## src/rtl/pba_pkg.sv

```systemverilog
package pba_pkg;

  localparam int unsigned PAGE_BYTES  = 4096;
  localparam int unsigned NUM_BUCKETS = 18;
  localparam int unsigned HEAP_BYTES  = 1048576;

  localparam int unsigned HDR_BYTES   = 4;
  localparam int unsigned SLOT_BYTES  = 8;
  localparam int unsigned STORE_DEPTH = HEAP_BYTES / SLOT_BYTES;
  localparam int unsigned IDX_W       = $clog2(STORE_DEPTH);
  localparam int unsigned LINK_W      = IDX_W + 1;
  localparam int unsigned PG_W        = $clog2(PAGE_BYTES);
  localparam int unsigned PAGE_BKT    = $clog2(PAGE_BYTES / SLOT_BYTES);
  localparam int unsigned CNT_W       = PAGE_BKT;
  localparam int unsigned BKT_W       = 5;
  localparam int unsigned HB_W        = $clog2(NUM_BUCKETS);
  localparam int unsigned TAG_W       = 6;

  localparam logic [31:0] HS_RESET = 32'h003E_0000;
  localparam logic [31:0] HE_RESET = 32'h004E_0000;

  localparam logic CFG_HEAP_START = 1'b0;
  localparam logic CFG_HEAP_END   = 1'b1;

  typedef enum logic [1:0] {
    REQ_ALLOC = 2'd0,
    REQ_FREE  = 2'd1,
    REQ_QUERY = 2'd2
  } req_t;

  typedef enum logic [1:0] {
    ST_OK     = 2'd0,
    ST_NOMEM  = 2'd1,
    ST_TOOBIG = 2'd2,
    ST_BADBLK = 2'd3
  } status_t;

  typedef enum logic [3:0] {
    S_CLEAR, S_IDLE, S_ALIGN, S_HEAD, S_REFILL, S_CARVE,
    S_POP_RD, S_POP_WR, S_FIND_RD, S_FIND_CHK, S_DONE
  } state_t;

  typedef enum logic [3:0] {
    CMD_NONE, CMD_CLEAR, CMD_LOAD, CMD_ALIGN, CMD_HEAD, CMD_REFILL, CMD_CARVE,
    CMD_POP_RD, CMD_POP_WR, CMD_FIND_RD, CMD_FIND_CHK, CMD_EMIT
  } cmd_t;

  typedef struct packed {
    logic       clr_done;
    logic       aligned;
    logic       align_ok;
    logic       bkt_ok;
    logic       head_empty;
    logic       grow_ok;
    logic       carve_last;
    logic       pop_bad;
    logic [1:0] in_req;
    logic       in_addr_null;
  } dp_status_t;

endpackage

```

## src/rtl/pba_controller.sv

```systemverilog
module pba_controller (
  input  logic                clk,
  input  logic                rst_n,
  input  logic                in_valid,
  input  logic                out_ready,
  input  pba_pkg::dp_status_t st,
  output pba_pkg::cmd_t       cmd,
  output logic                in_ready,
  output logic                out_valid
);

  pba_pkg::state_t state_r, state_nxt;
  logic            out_valid_r, out_valid_nxt;

  // state and output-valid registers
  always_ff @(posedge clk) begin
    if (!rst_n) begin
      state_r     <= pba_pkg::S_CLEAR;
      out_valid_r <= 1'b0;
    end else begin
      state_r     <= state_nxt;
      out_valid_r <= out_valid_nxt;
    end
  end

  // sequence each request through the datapath
  always_comb begin
    state_nxt     = state_r;
    out_valid_nxt = out_valid_r && !out_ready;
    cmd           = pba_pkg::CMD_NONE;
    in_ready      = 1'b0;
    case (state_r)
      pba_pkg::S_CLEAR: begin
        cmd = pba_pkg::CMD_CLEAR;
        if (st.clr_done) state_nxt = pba_pkg::S_IDLE;
      end
      pba_pkg::S_IDLE: begin
        in_ready = 1'b1;
        if (in_valid) begin
          cmd = pba_pkg::CMD_LOAD;
          case (st.in_req)
            pba_pkg::REQ_ALLOC: state_nxt = pba_pkg::S_ALIGN;
            pba_pkg::REQ_FREE,
            pba_pkg::REQ_QUERY: state_nxt = st.in_addr_null ? pba_pkg::S_DONE
                                                            : pba_pkg::S_FIND_RD;
            default:            state_nxt = pba_pkg::S_DONE;
          endcase
        end
      end
      pba_pkg::S_ALIGN: begin
        cmd       = pba_pkg::CMD_ALIGN;
        state_nxt = (!st.aligned && !st.align_ok) ? pba_pkg::S_DONE : pba_pkg::S_HEAD;
      end
      pba_pkg::S_HEAD: begin
        cmd = pba_pkg::CMD_HEAD;
        if (!st.bkt_ok)         state_nxt = pba_pkg::S_DONE;
        else if (st.head_empty) state_nxt = pba_pkg::S_REFILL;
        else                    state_nxt = pba_pkg::S_POP_RD;
      end
      pba_pkg::S_REFILL: begin
        cmd       = pba_pkg::CMD_REFILL;
        state_nxt = st.grow_ok ? pba_pkg::S_CARVE : pba_pkg::S_DONE;
      end
      pba_pkg::S_CARVE: begin
        cmd = pba_pkg::CMD_CARVE;
        if (st.carve_last) state_nxt = pba_pkg::S_POP_RD;
      end
      pba_pkg::S_POP_RD: begin
        cmd       = pba_pkg::CMD_POP_RD;
        state_nxt = st.pop_bad ? pba_pkg::S_DONE : pba_pkg::S_POP_WR;
      end
      pba_pkg::S_POP_WR: begin
        cmd       = pba_pkg::CMD_POP_WR;
        state_nxt = pba_pkg::S_DONE;
      end
      pba_pkg::S_FIND_RD: begin
        cmd       = pba_pkg::CMD_FIND_RD;
        state_nxt = pba_pkg::S_FIND_CHK;
      end
      pba_pkg::S_FIND_CHK: begin
        cmd       = pba_pkg::CMD_FIND_CHK;
        state_nxt = pba_pkg::S_DONE;
      end
      pba_pkg::S_DONE: begin
        // hand the result over once the output register is free
        if (!out_valid_r || out_ready) begin
          cmd           = pba_pkg::CMD_EMIT;
          out_valid_nxt = 1'b1;
          state_nxt     = pba_pkg::S_IDLE;
        end
      end
      default: state_nxt = pba_pkg::S_IDLE;
    endcase
  end

  assign out_valid = out_valid_r;

endmodule

```

## config.mk

```make
export PLATFORM = sky130hd
export DESIGN_NAME = pba_controller
export DESIGN_NICKNAME = d
export VERILOG_FILES = /design/src/rtl/pba_pkg.sv /design/src/rtl/pba_controller.sv
export SDC_FILE = /design/constraint.sdc
export NUM_CORES = 1
export LEC_CHECK = 0
export BUFFER_PORTS_ARGS = -buffer_cell sky130_fd_sc_hd__clkbuf_2
export CAP_MARGIN = 20
export CORE_MARGIN = 4
export CORE_UTILIZATION = 40
export CTS_CLUSTER_DIAMETER = 60
export CTS_CLUSTER_SIZE = 8
export DETAILED_ROUTE_END_ITERATION = 12
export GPL_TIMING_DRIVEN = 0
export PLACE_DENSITY = 0.67
export SYNTH_ARGS = -nofsm -noshare
export SYNTH_HDL_FRONTEND = slang
export SYNTH_SLANG_ARGS = --single-unit
```

## constraint.sdc

```tcl
create_clock -name clk -period 1.31 [get_ports clk]
set_clock_uncertainty 0.15 [all_clocks]
set_input_delay 0.1965 -clock clk [delete_from_list [all_inputs] [get_ports clk]]
set_output_delay 0.1965 -clock clk [all_outputs]
set_load 0.005 [all_outputs]
```

==> impl_table.tex, run 1 <==
\begin{tabular}{lr}
\hline
Metric & Value \\
\hline
\multicolumn{2}{l}{\textbf{Status}} \\
\quad Status & complete, but fails checks \\
\quad Violations in the final reports & negative setup slack \\
\multicolumn{2}{l}{\textbf{Clock network}} \\
\quad Clock transition at path regs & 0.04 ns \\
\quad Number of buffers inserted during clock tree synthesis & 3 \\
\quad Root cell of the clock tree & clkbuf\_4 \\
\quad Clock latency reported for the late side of the worst-skew pair & 0.23 ns \\
\quad CTS tree & done \\
\quad Number of H-tree branching levels & 1 \\
\quad Number of buffers inserted for hold repair after clock tree synthesis & 0 \\
\quad CTS Buffer Depth & 2 \\
\quad Clock tree sinks & 5 \\
\multicolumn{2}{l}{\textbf{STA}} \\
\quad Final setup viols & 9 \\
\quad Unrepaired setup endpoints after global routing & true \\
\quad Maximum clock frequency & 607.8 MHz \\
\quad Total count of hold-check failures in the final report & 0 \\
\quad Final slew viol count & 0 \\
\quad Crit share post-route & 1.256 \\
\quad Minimum period implied by the final worst setup slack & 1.645 ns \\
\quad Post-Route Setup TNS & -2.006 ns \\
\quad Worst slew slack as a fraction of its limit & 0.8070 \\
\quad Worst Max-Slew Pin Slew & 0.2896 ns \\
\quad Hold slack & 0.07245 ns \\
\quad Final setup margin & -0.3353 ns \\
\multicolumn{2}{l}{\textbf{Cells and area}} \\
\quad Number of filler instances in the final layout & 95 \\
\quad Total number of nets in the final design & 137 \\
\quad Antenna fix cells & 0 \\
\quad Finished Core Util & 0.7411 \\
\quad Fin area & 988.4 µm² \\
\quad Fraction of layout cells with a size suffix above 1 & 0.6218 \\
\quad Combined flip-flop and latch cell area & 111.4 µm² \\
\quad Layout area overhead & 70.63\% \\
\quad Area used by multi-input combinational logic & 518.0 µm² \\
\multicolumn{2}{l}{\textbf{Floorplanning}} \\
\quad Die height & 46.06 µm \\
\quad Number of ports placed on the die boundary & 21 \\
\quad Core Footprint & 1334 µm² \\
\quad Initial core utilization & 0.4343 \\
\quad Die area & 2121 µm² \\
\quad Die W & 46.06 µm \\
\quad \# rows & 13 \\
\multicolumn{2}{l}{\textbf{Drt}} \\
\quad Wire per inst & 15.49 µm \\
\quad Post-Route WL & 2.075 mm \\
\quad Via count & 755 \\
\quad Violation count after the first detailed-route iteration & 16 \\
\quad Post-detailed-route DRC marker count & 0 \\
\quad Number of nets with antenna violations after detailed routing & 0 \\
\quad Drt first pass iters & 4 \\
\quad Via/cell ratio & 5.634 \\
\multicolumn{2}{l}{\textbf{Synthesis}} \\
\quad Synthesized area per cell & 7.065 µm² \\
\quad YS warnings & 0 \\
\quad Post-synth EDFFs & 0 \\
\quad Portion of the post-synthesis area used by sequential elements & 0.1728 \\
\quad Post-synthesis cell count & 82 \\
\quad Synthesized flop and latch total & 5 \\
\quad Netlist area before placement & 579.3 µm² \\
\quad Nets in the synthesized netlist & 99 \\
\quad Count of different cell masters after synthesis & 35 \\
\quad Async set or reset register ratio after synthesis & 0 \\
\quad Predominant post-synthesis flop cell & dfxtp\_1 \\
\multicolumn{2}{l}{\textbf{Critical path}} \\
\quad CP delay by family, top & compound AO/OA/AOI/OAI gates \\
\quad Category of the most critical setup path & flip-flop to flip-flop \\
\quad Largest stage delay on the critical path & 0.39 ns \\
\quad Critical Path End Type & flip-flop \\
\quad Arrival time of data at the critical path endpoint & 1.64 ns \\
\quad Highest net fanout along the worst path & 7 \\
\quad Critical path cell sequence & buf\_6 -> buf\_4 -> or3\_1 -> a21oi\_2 -> a31oi\_2 -> a221oi\_2 \\
\quad Buf/Inv on CP & 2 \\
\quad CP startpoint kind & flip-flop \\
\quad Standard cell with the maximum stage delay on the critical path & or3\_1 \\
\quad Required time worst endpoint & 1.30 ns \\
\multicolumn{2}{l}{\textbf{Job}} \\
\quad Max-cap violation count & 0 \\
\multicolumn{2}{l}{\textbf{Power}} \\
\quad Leakage component of the power & 0.4658 nW \\
\quad Pwr/cell area & 553.6 nW/µm² \\
\quad Proportion of total power due to net switching & 0.2967 \\
\quad Part of the power in combinational logic & 0.396 \\
\quad Peak supply drop & 439.8 µV \\
\quad Sequential Power Share & 0.291 \\
\quad Clock power share & 0.313 \\
\quad Cell internal power dissipation & 0.3849 mW \\
\quad NetSw & 0.1624 mW \\
\quad Total Power Consumption & 0.5472 mW \\
\multicolumn{2}{l}{\textbf{GRT}} \\
\quad Most congested layer reported by global routing & met2 \\
\quad Vias in the first global route & 727 \\
\quad Global Route met3 Usage & 0.02344 \\
\quad Congestion Overflow GR & 0 \\
\quad Antenna violations before repair & 0 \\
\quad Wire length of the first global-routing pass & 3.229 mm \\
\quad Routing usage on met1 & 0.2378 \\
\quad Met2 demand-to-capacity share in global routing & 0.3819 \\
\quad Pin count of the biggest net entering global routing & 11 \\
\quad GRT Util Overall & 0.2087 \\
\multicolumn{2}{l}{\textbf{Placement}} \\
\quad Hpwl dp & 1.191 mm \\
\quad Weighted congestion at the end of routability-driven global placement & 0.8140 \\
\quad \# port buffers & 20 \\
\quad Instance area after placement & 706.9 µm² \\
\multicolumn{2}{l}{\textbf{Hold path}} \\
\quad Hold/Removal Path Class & primary input to flip-flop \\
\hline
\end{tabular}
synth_stat cells, drive strengths merged (2+ instances only):
cell type	n	share of area
nor2	9	0.058
inv	8	0.052
buf	6	0.073
nand2	6	0.039
o21ai	6	0.052
a21oi	5	0.043
dfxtp	5	0.17
and2b	3	0.039
or2	3	0.032
a221oi	2	0.041
a31oi	2	0.022
and3	2	0.022
ha	2	0.043
nand2b	2	0.022
nor2b	2	0.026
nor3	2	0.017
o31a	2	0.030
cell type report:
cell class	count	share of cell area
plain buffers	5	0.06076
clock buffers	4	0.02658
inverters	8	0.03038
multi-input cells	63	0.5241
flip-flops and latches	5	0.1127
well taps	15	0.01899
repair buffers	34	0.2266
power by group through the flow:
stage / Clock (mW) / Combinational (mW) / Sequential (mW)
finish: 0.171 / 0.217 / 0.159
global route: 0.184 / 0.236 / 0.159
CTS: 0.181 / 0.192 / 0.158
detailed placement: 0 / 0.143 / 0.163
global placement: 0 / 0.141 / 0.163
floorplan: 0 / 0.0914 / 0.163
flip-flops by register name, summed over array words and instances, names as in the netlist:
register   flops
state_r        4
out_valid      1
cells by family (layout without fill, tap and decap cells):
logic type | count (synthesis) | in the layout | share of synthesized area
buffers and inverters | 14 | 51 | 0.1253
AO/OA/AOI/OAI | 25 | 25 | 0.3067
flip-flops | 5 | 5 | 0.1728
adder cells (fa/ha/maj) | 2 | 2 | 0.04319
AND/OR/NAND/NOR | 34 | 34 | 0.3197
XOR/XNOR | 1 | 1 | 0.01512
multiplexers | 1 | 1 | 0.01728
final timing paths:
path / start / to / slack, ns / cells after the start
setup / recovery: state_r[0] / state_r[3] / -0.34 / 6
hold / removal: rst_n / state_r[2] / 0.07 / 2
setup reg to reg: state_r[0] / state_r[3] / -0.34 / 6
hold reg to reg: state_r[3] / state_r[3] / 0.62 / 4
per-stage QoR:
step / setup WS, ns / std cells
CTS: -0.2893 / 134
detailed placement: -0.1906 / 117
finish: -0.3353 / 134
global placement: -0.1891 / 117
global route: -0.3905 / 134
floorplan: -0.04754 / 82
what timing repair did:
action                                  in CTS  in global routing
pin swaps                                    8                 10
resized for setup                           28                 25
endpoints found under the setup margin       9                  9
setup buffers                               12                  3
endpoints found under the hold margin        0                  0
cloned                                       1                  0
placed cells by master (no fill, tap or decap), drive strengths merged:
cell    Yosys  layout
a31o        1       1
o22a        1       1
o21a        1       1
and4bb      1       1
nor2b       2       2
o31ai       1       1
buf         6      22
or2         3       3
dfxtp       5       5
a221oi      2       2
nor3        2       2
nand2       6       6
nor2        9       9
ha          2       2
inv         8       8
nand2b      2       2
xnor2       1       1
nand4       1       1
nand3       1       1
clkbuf      0      21
or3         1       1
and2b       3       3
nand3b      1       1
a31oi       2       2
o311a       1       1
a2111o      1       1
and3        2       2
a22oi       1       1
mux2i       1       1
a21oi       5       5
o21ai       6       6
o31a        2       2
a211oi      1       1
layer usage:
layer | vias up | routed length (µm)
met1 | 360 | 804
met5 | - | 0
met4 | 0 | 48
met3 | 4 | 97
li1 | 365 | -
met2 | 26 | 1124
(Power assumes the default switching activity.)
==> run 2: changes to the inputs <==
Settings changed: CELL_PAD_IN_SITES_DETAIL_PLACEMENT set to 0, CELL_PAD_IN_SITES_GLOBAL_PLACEMENT set to 1, CORE_UTILIZATION 40 to 29, PLACE_DENSITY 0.67 to 0.7.
==> run 2 against run 1 <==
Effect of this change:
- the flow still finishes with violations (negative setup slack)
- final area is 2.9% lower
- sequential power hardly changed
- maximum frequency is 2.4% higher
- first-iteration DRC count is 50% lower
- utilization is 21 points lower
- non-clock buffer count is 3 lower
- die area is 31% higher
- global-route usage is 8.2 points lower
- hold slack worse by 0.012 ns
- combinational power is 4% lower
- register-to-register slack better by 0.13 ns
- highest routed layer unchanged
==> impl_table.tex, run 2 (same netlist as run 1, synthesis figures left out) <==
\begin{tabular}{lr}
\hline
Metric & Value \\
\hline
\multicolumn{2}{l}{\textbf{Floorplanning}} \\
\quad Die area & 2777 µm² \\
\quad Core Footprint & 1802 µm² \\
\quad Die W & 52.70 µm \\
\quad Initial core utilization & 0.3215 \\
\quad Die height & 52.70 µm \\
\quad \# rows & 15 \\
\quad Number of ports placed on the die boundary & 21 \\
\multicolumn{2}{l}{\textbf{Critical path}} \\
\quad Highest net fanout along the worst path & 7 \\
\quad CP startpoint kind & flip-flop \\
\quad Largest stage delay on the critical path & 0.37 ns \\
\quad Arrival time of data at the critical path endpoint & 1.26 ns \\
\quad Critical path cell sequence & or2\_4 -> nor2\_1 -> o21ai\_0 -> and3\_1 -> clkbuf\_2 \\
\quad Required time worst endpoint & 0.96 ns \\
\quad Category of the most critical setup path & flip-flop to output pin \\
\quad Critical Path End Type & output pin \\
\quad Standard cell with the maximum stage delay on the critical path & dfxtp\_4 \\
\multicolumn{2}{l}{\textbf{STA}} \\
\quad Minimum period implied by the final worst setup slack & 1.607 ns \\
\quad Final slew viol count & 0 \\
\quad Post-Route Setup TNS & -1.790 ns \\
\quad Total count of hold-check failures in the final report & 0 \\
\quad Final setup viols & 9 \\
\quad Maximum clock frequency & 622.2 MHz \\
\quad Hold slack & 0.06080 ns \\
\quad Unrepaired setup endpoints after global routing & true \\
\quad Crit share post-route & 1.227 \\
\quad Worst slew slack as a fraction of its limit & 0.7356 \\
\quad Worst Max-Slew Pin Slew & 0.3943 ns \\
\quad Final setup margin & -0.2972 ns \\
\multicolumn{2}{l}{\textbf{Clock network}} \\
\quad Clock tree sinks & 5 \\
\quad Number of H-tree branching levels & 1 \\
\quad Clock transition at path regs & 0.04 ns \\
\quad Number of buffers inserted during clock tree synthesis & 3 \\
\quad Clock latency reported for the late side of the worst-skew pair & 0.24 ns \\
\quad CTS tree & done \\
\quad CTS Buffer Depth & 2 \\
\quad Root cell of the clock tree & clkbuf\_4 \\
\quad Number of buffers inserted for hold repair after clock tree synthesis & 0 \\
\multicolumn{2}{l}{\textbf{GRT}} \\
\quad Vias in the first global route & 670 \\
\quad Wire length of the first global-routing pass & 2.718 mm \\
\quad GRT Util Overall & 0.1267 \\
\quad Antenna violations before repair & 0 \\
\quad Pin count of the biggest net entering global routing & 11 \\
\quad Congestion Overflow GR & 0 \\
\multicolumn{2}{l}{\textbf{Drt}} \\
\quad Via/cell ratio & 4.929 \\
\quad Post-Route WL & 1.691 mm \\
\quad Post-detailed-route DRC marker count & 0 \\
\quad Via count & 695 \\
\quad Violation count after the first detailed-route iteration & 8 \\
\quad Drt first pass iters & 4 \\
\quad Wire per inst & 11.99 µm \\
\quad Number of nets with antenna violations after detailed routing & 0 \\
\multicolumn{2}{l}{\textbf{Placement}} \\
\quad Worst setup slack after placement & -0.1950 ns \\
\quad Total instance count after detailed placement & 127 \\
\quad Weighted congestion at the end of routability-driven global placement & 0.7980 \\
\quad \# port buffers & 20 \\
\quad Hpwl dp & 1.200 mm \\
\multicolumn{2}{l}{\textbf{Cells and area}} \\
\quad Leading cell type in the layout, fill and taps excluded & clkbuf\_2 \\
\quad Top reg by flops & state\_r \\
\quad Antenna fix cells & 0 \\
\quad Finished Core Util & 0.5326 \\
\quad Fraction of layout cells with a size suffix above 1 & 0.5862 \\
\quad Total number of nets in the final design & 134 \\
\quad Flip-flop count of the largest register, all copies and words added & 4 \\
\quad Leading cell types in the layout, fill and taps excluded & clkbuf\_2 (18), buf\_6 (9), inv\_1 (8), nor2\_1 (8), buf\_4 (5) \\
\quad Final standard cell count with taps included and fillers excluded & 141 \\
\quad Layout area overhead & 65.66\% \\
\multicolumn{2}{l}{\textbf{Status}} \\
\quad Violations in the final reports & negative setup slack \\
\quad Status & complete, but fails checks \\
\multicolumn{2}{l}{\textbf{Hold path}} \\
\quad Hold/Removal Path Class & primary input to flip-flop \\
\multicolumn{2}{l}{\textbf{Job}} \\
\quad Max-cap violation count & 0 \\
\multicolumn{2}{l}{\textbf{Power}} \\
\quad Peak supply drop & 496.5 µV \\
\quad Leakage component of the power & 0.4432 nW \\
\quad Pwr/cell area & 565.8 nW/µm² \\
\hline
\end{tabular}
==> run 2: critical path: cells and delay by family, from the launching register on <==
kind | cells | cell delay, ns
AOI/OAI and AO/OA | 1 | 0.07
and+or+nand+nor | 3 | 0.48
buffers and inverters | 1 | 0.10
DFF | 1 | 0.37
==> run 2: routing by layer <==
layer	GRT usage	vias up	wire length, µm
li1	-	358	-
met1	0.1703	320	782
met5	0	-	0
met4	0.05106	0	14
met3	0.01140	2	79
met2	0.2045	15	814
==> run 2: repair_timing <==
action	in CTS	in global routing
gates cloned	1	0
setup buffers	9	2
resized for setup	21	27
endpoints found under the setup margin	9	9
pin swaps	6	7
==> run 2: final timing paths <==
kind | start | to | slack, ns | depth (start not counted)
setup / recovery | state_r[2] | cmd[1] | -0.30 | 5
hold reg to reg | state_r[2] | state_r[2] | 0.58 | 3
setup reg to reg | state_r[0] | state_r[1] | -0.21 | 7
hold / removal | rst_n | state_r[2] | 0.06 | 2
==> run 2: stage by stage <==
stage	power (mW)	cell area, µm²
after floorplan	0.2539	588.1
after global placement	0.3066	719.4
after detailed placement	0.3062	719.4
after CTS	0.5246	867.1
after global routing	0.5855	959.7
final	0.5429	959.7
==> run 2: cell type report <==
class | instances | area, µm²
plain buffers | 5 | 63.81
clock buffers | 4 | 26.28
fillers | 177 | 842.1
inverters | 8 | 30.03
multi-input cells | 63 | 489.2
flip-flops and latches | 5 | 113.9
well taps | 25 | 31.28
repair buffers | 31 | 205.2
==> run 2: report_power, final <==
part / internal, mW / leakage, nW / switching [mW]
clock network: 0.115 / 0.0150 / 0.0600
registers: 0.154 / 0.0438 / 0.00619
logic: 0.119 / 0.384 / 0.0895
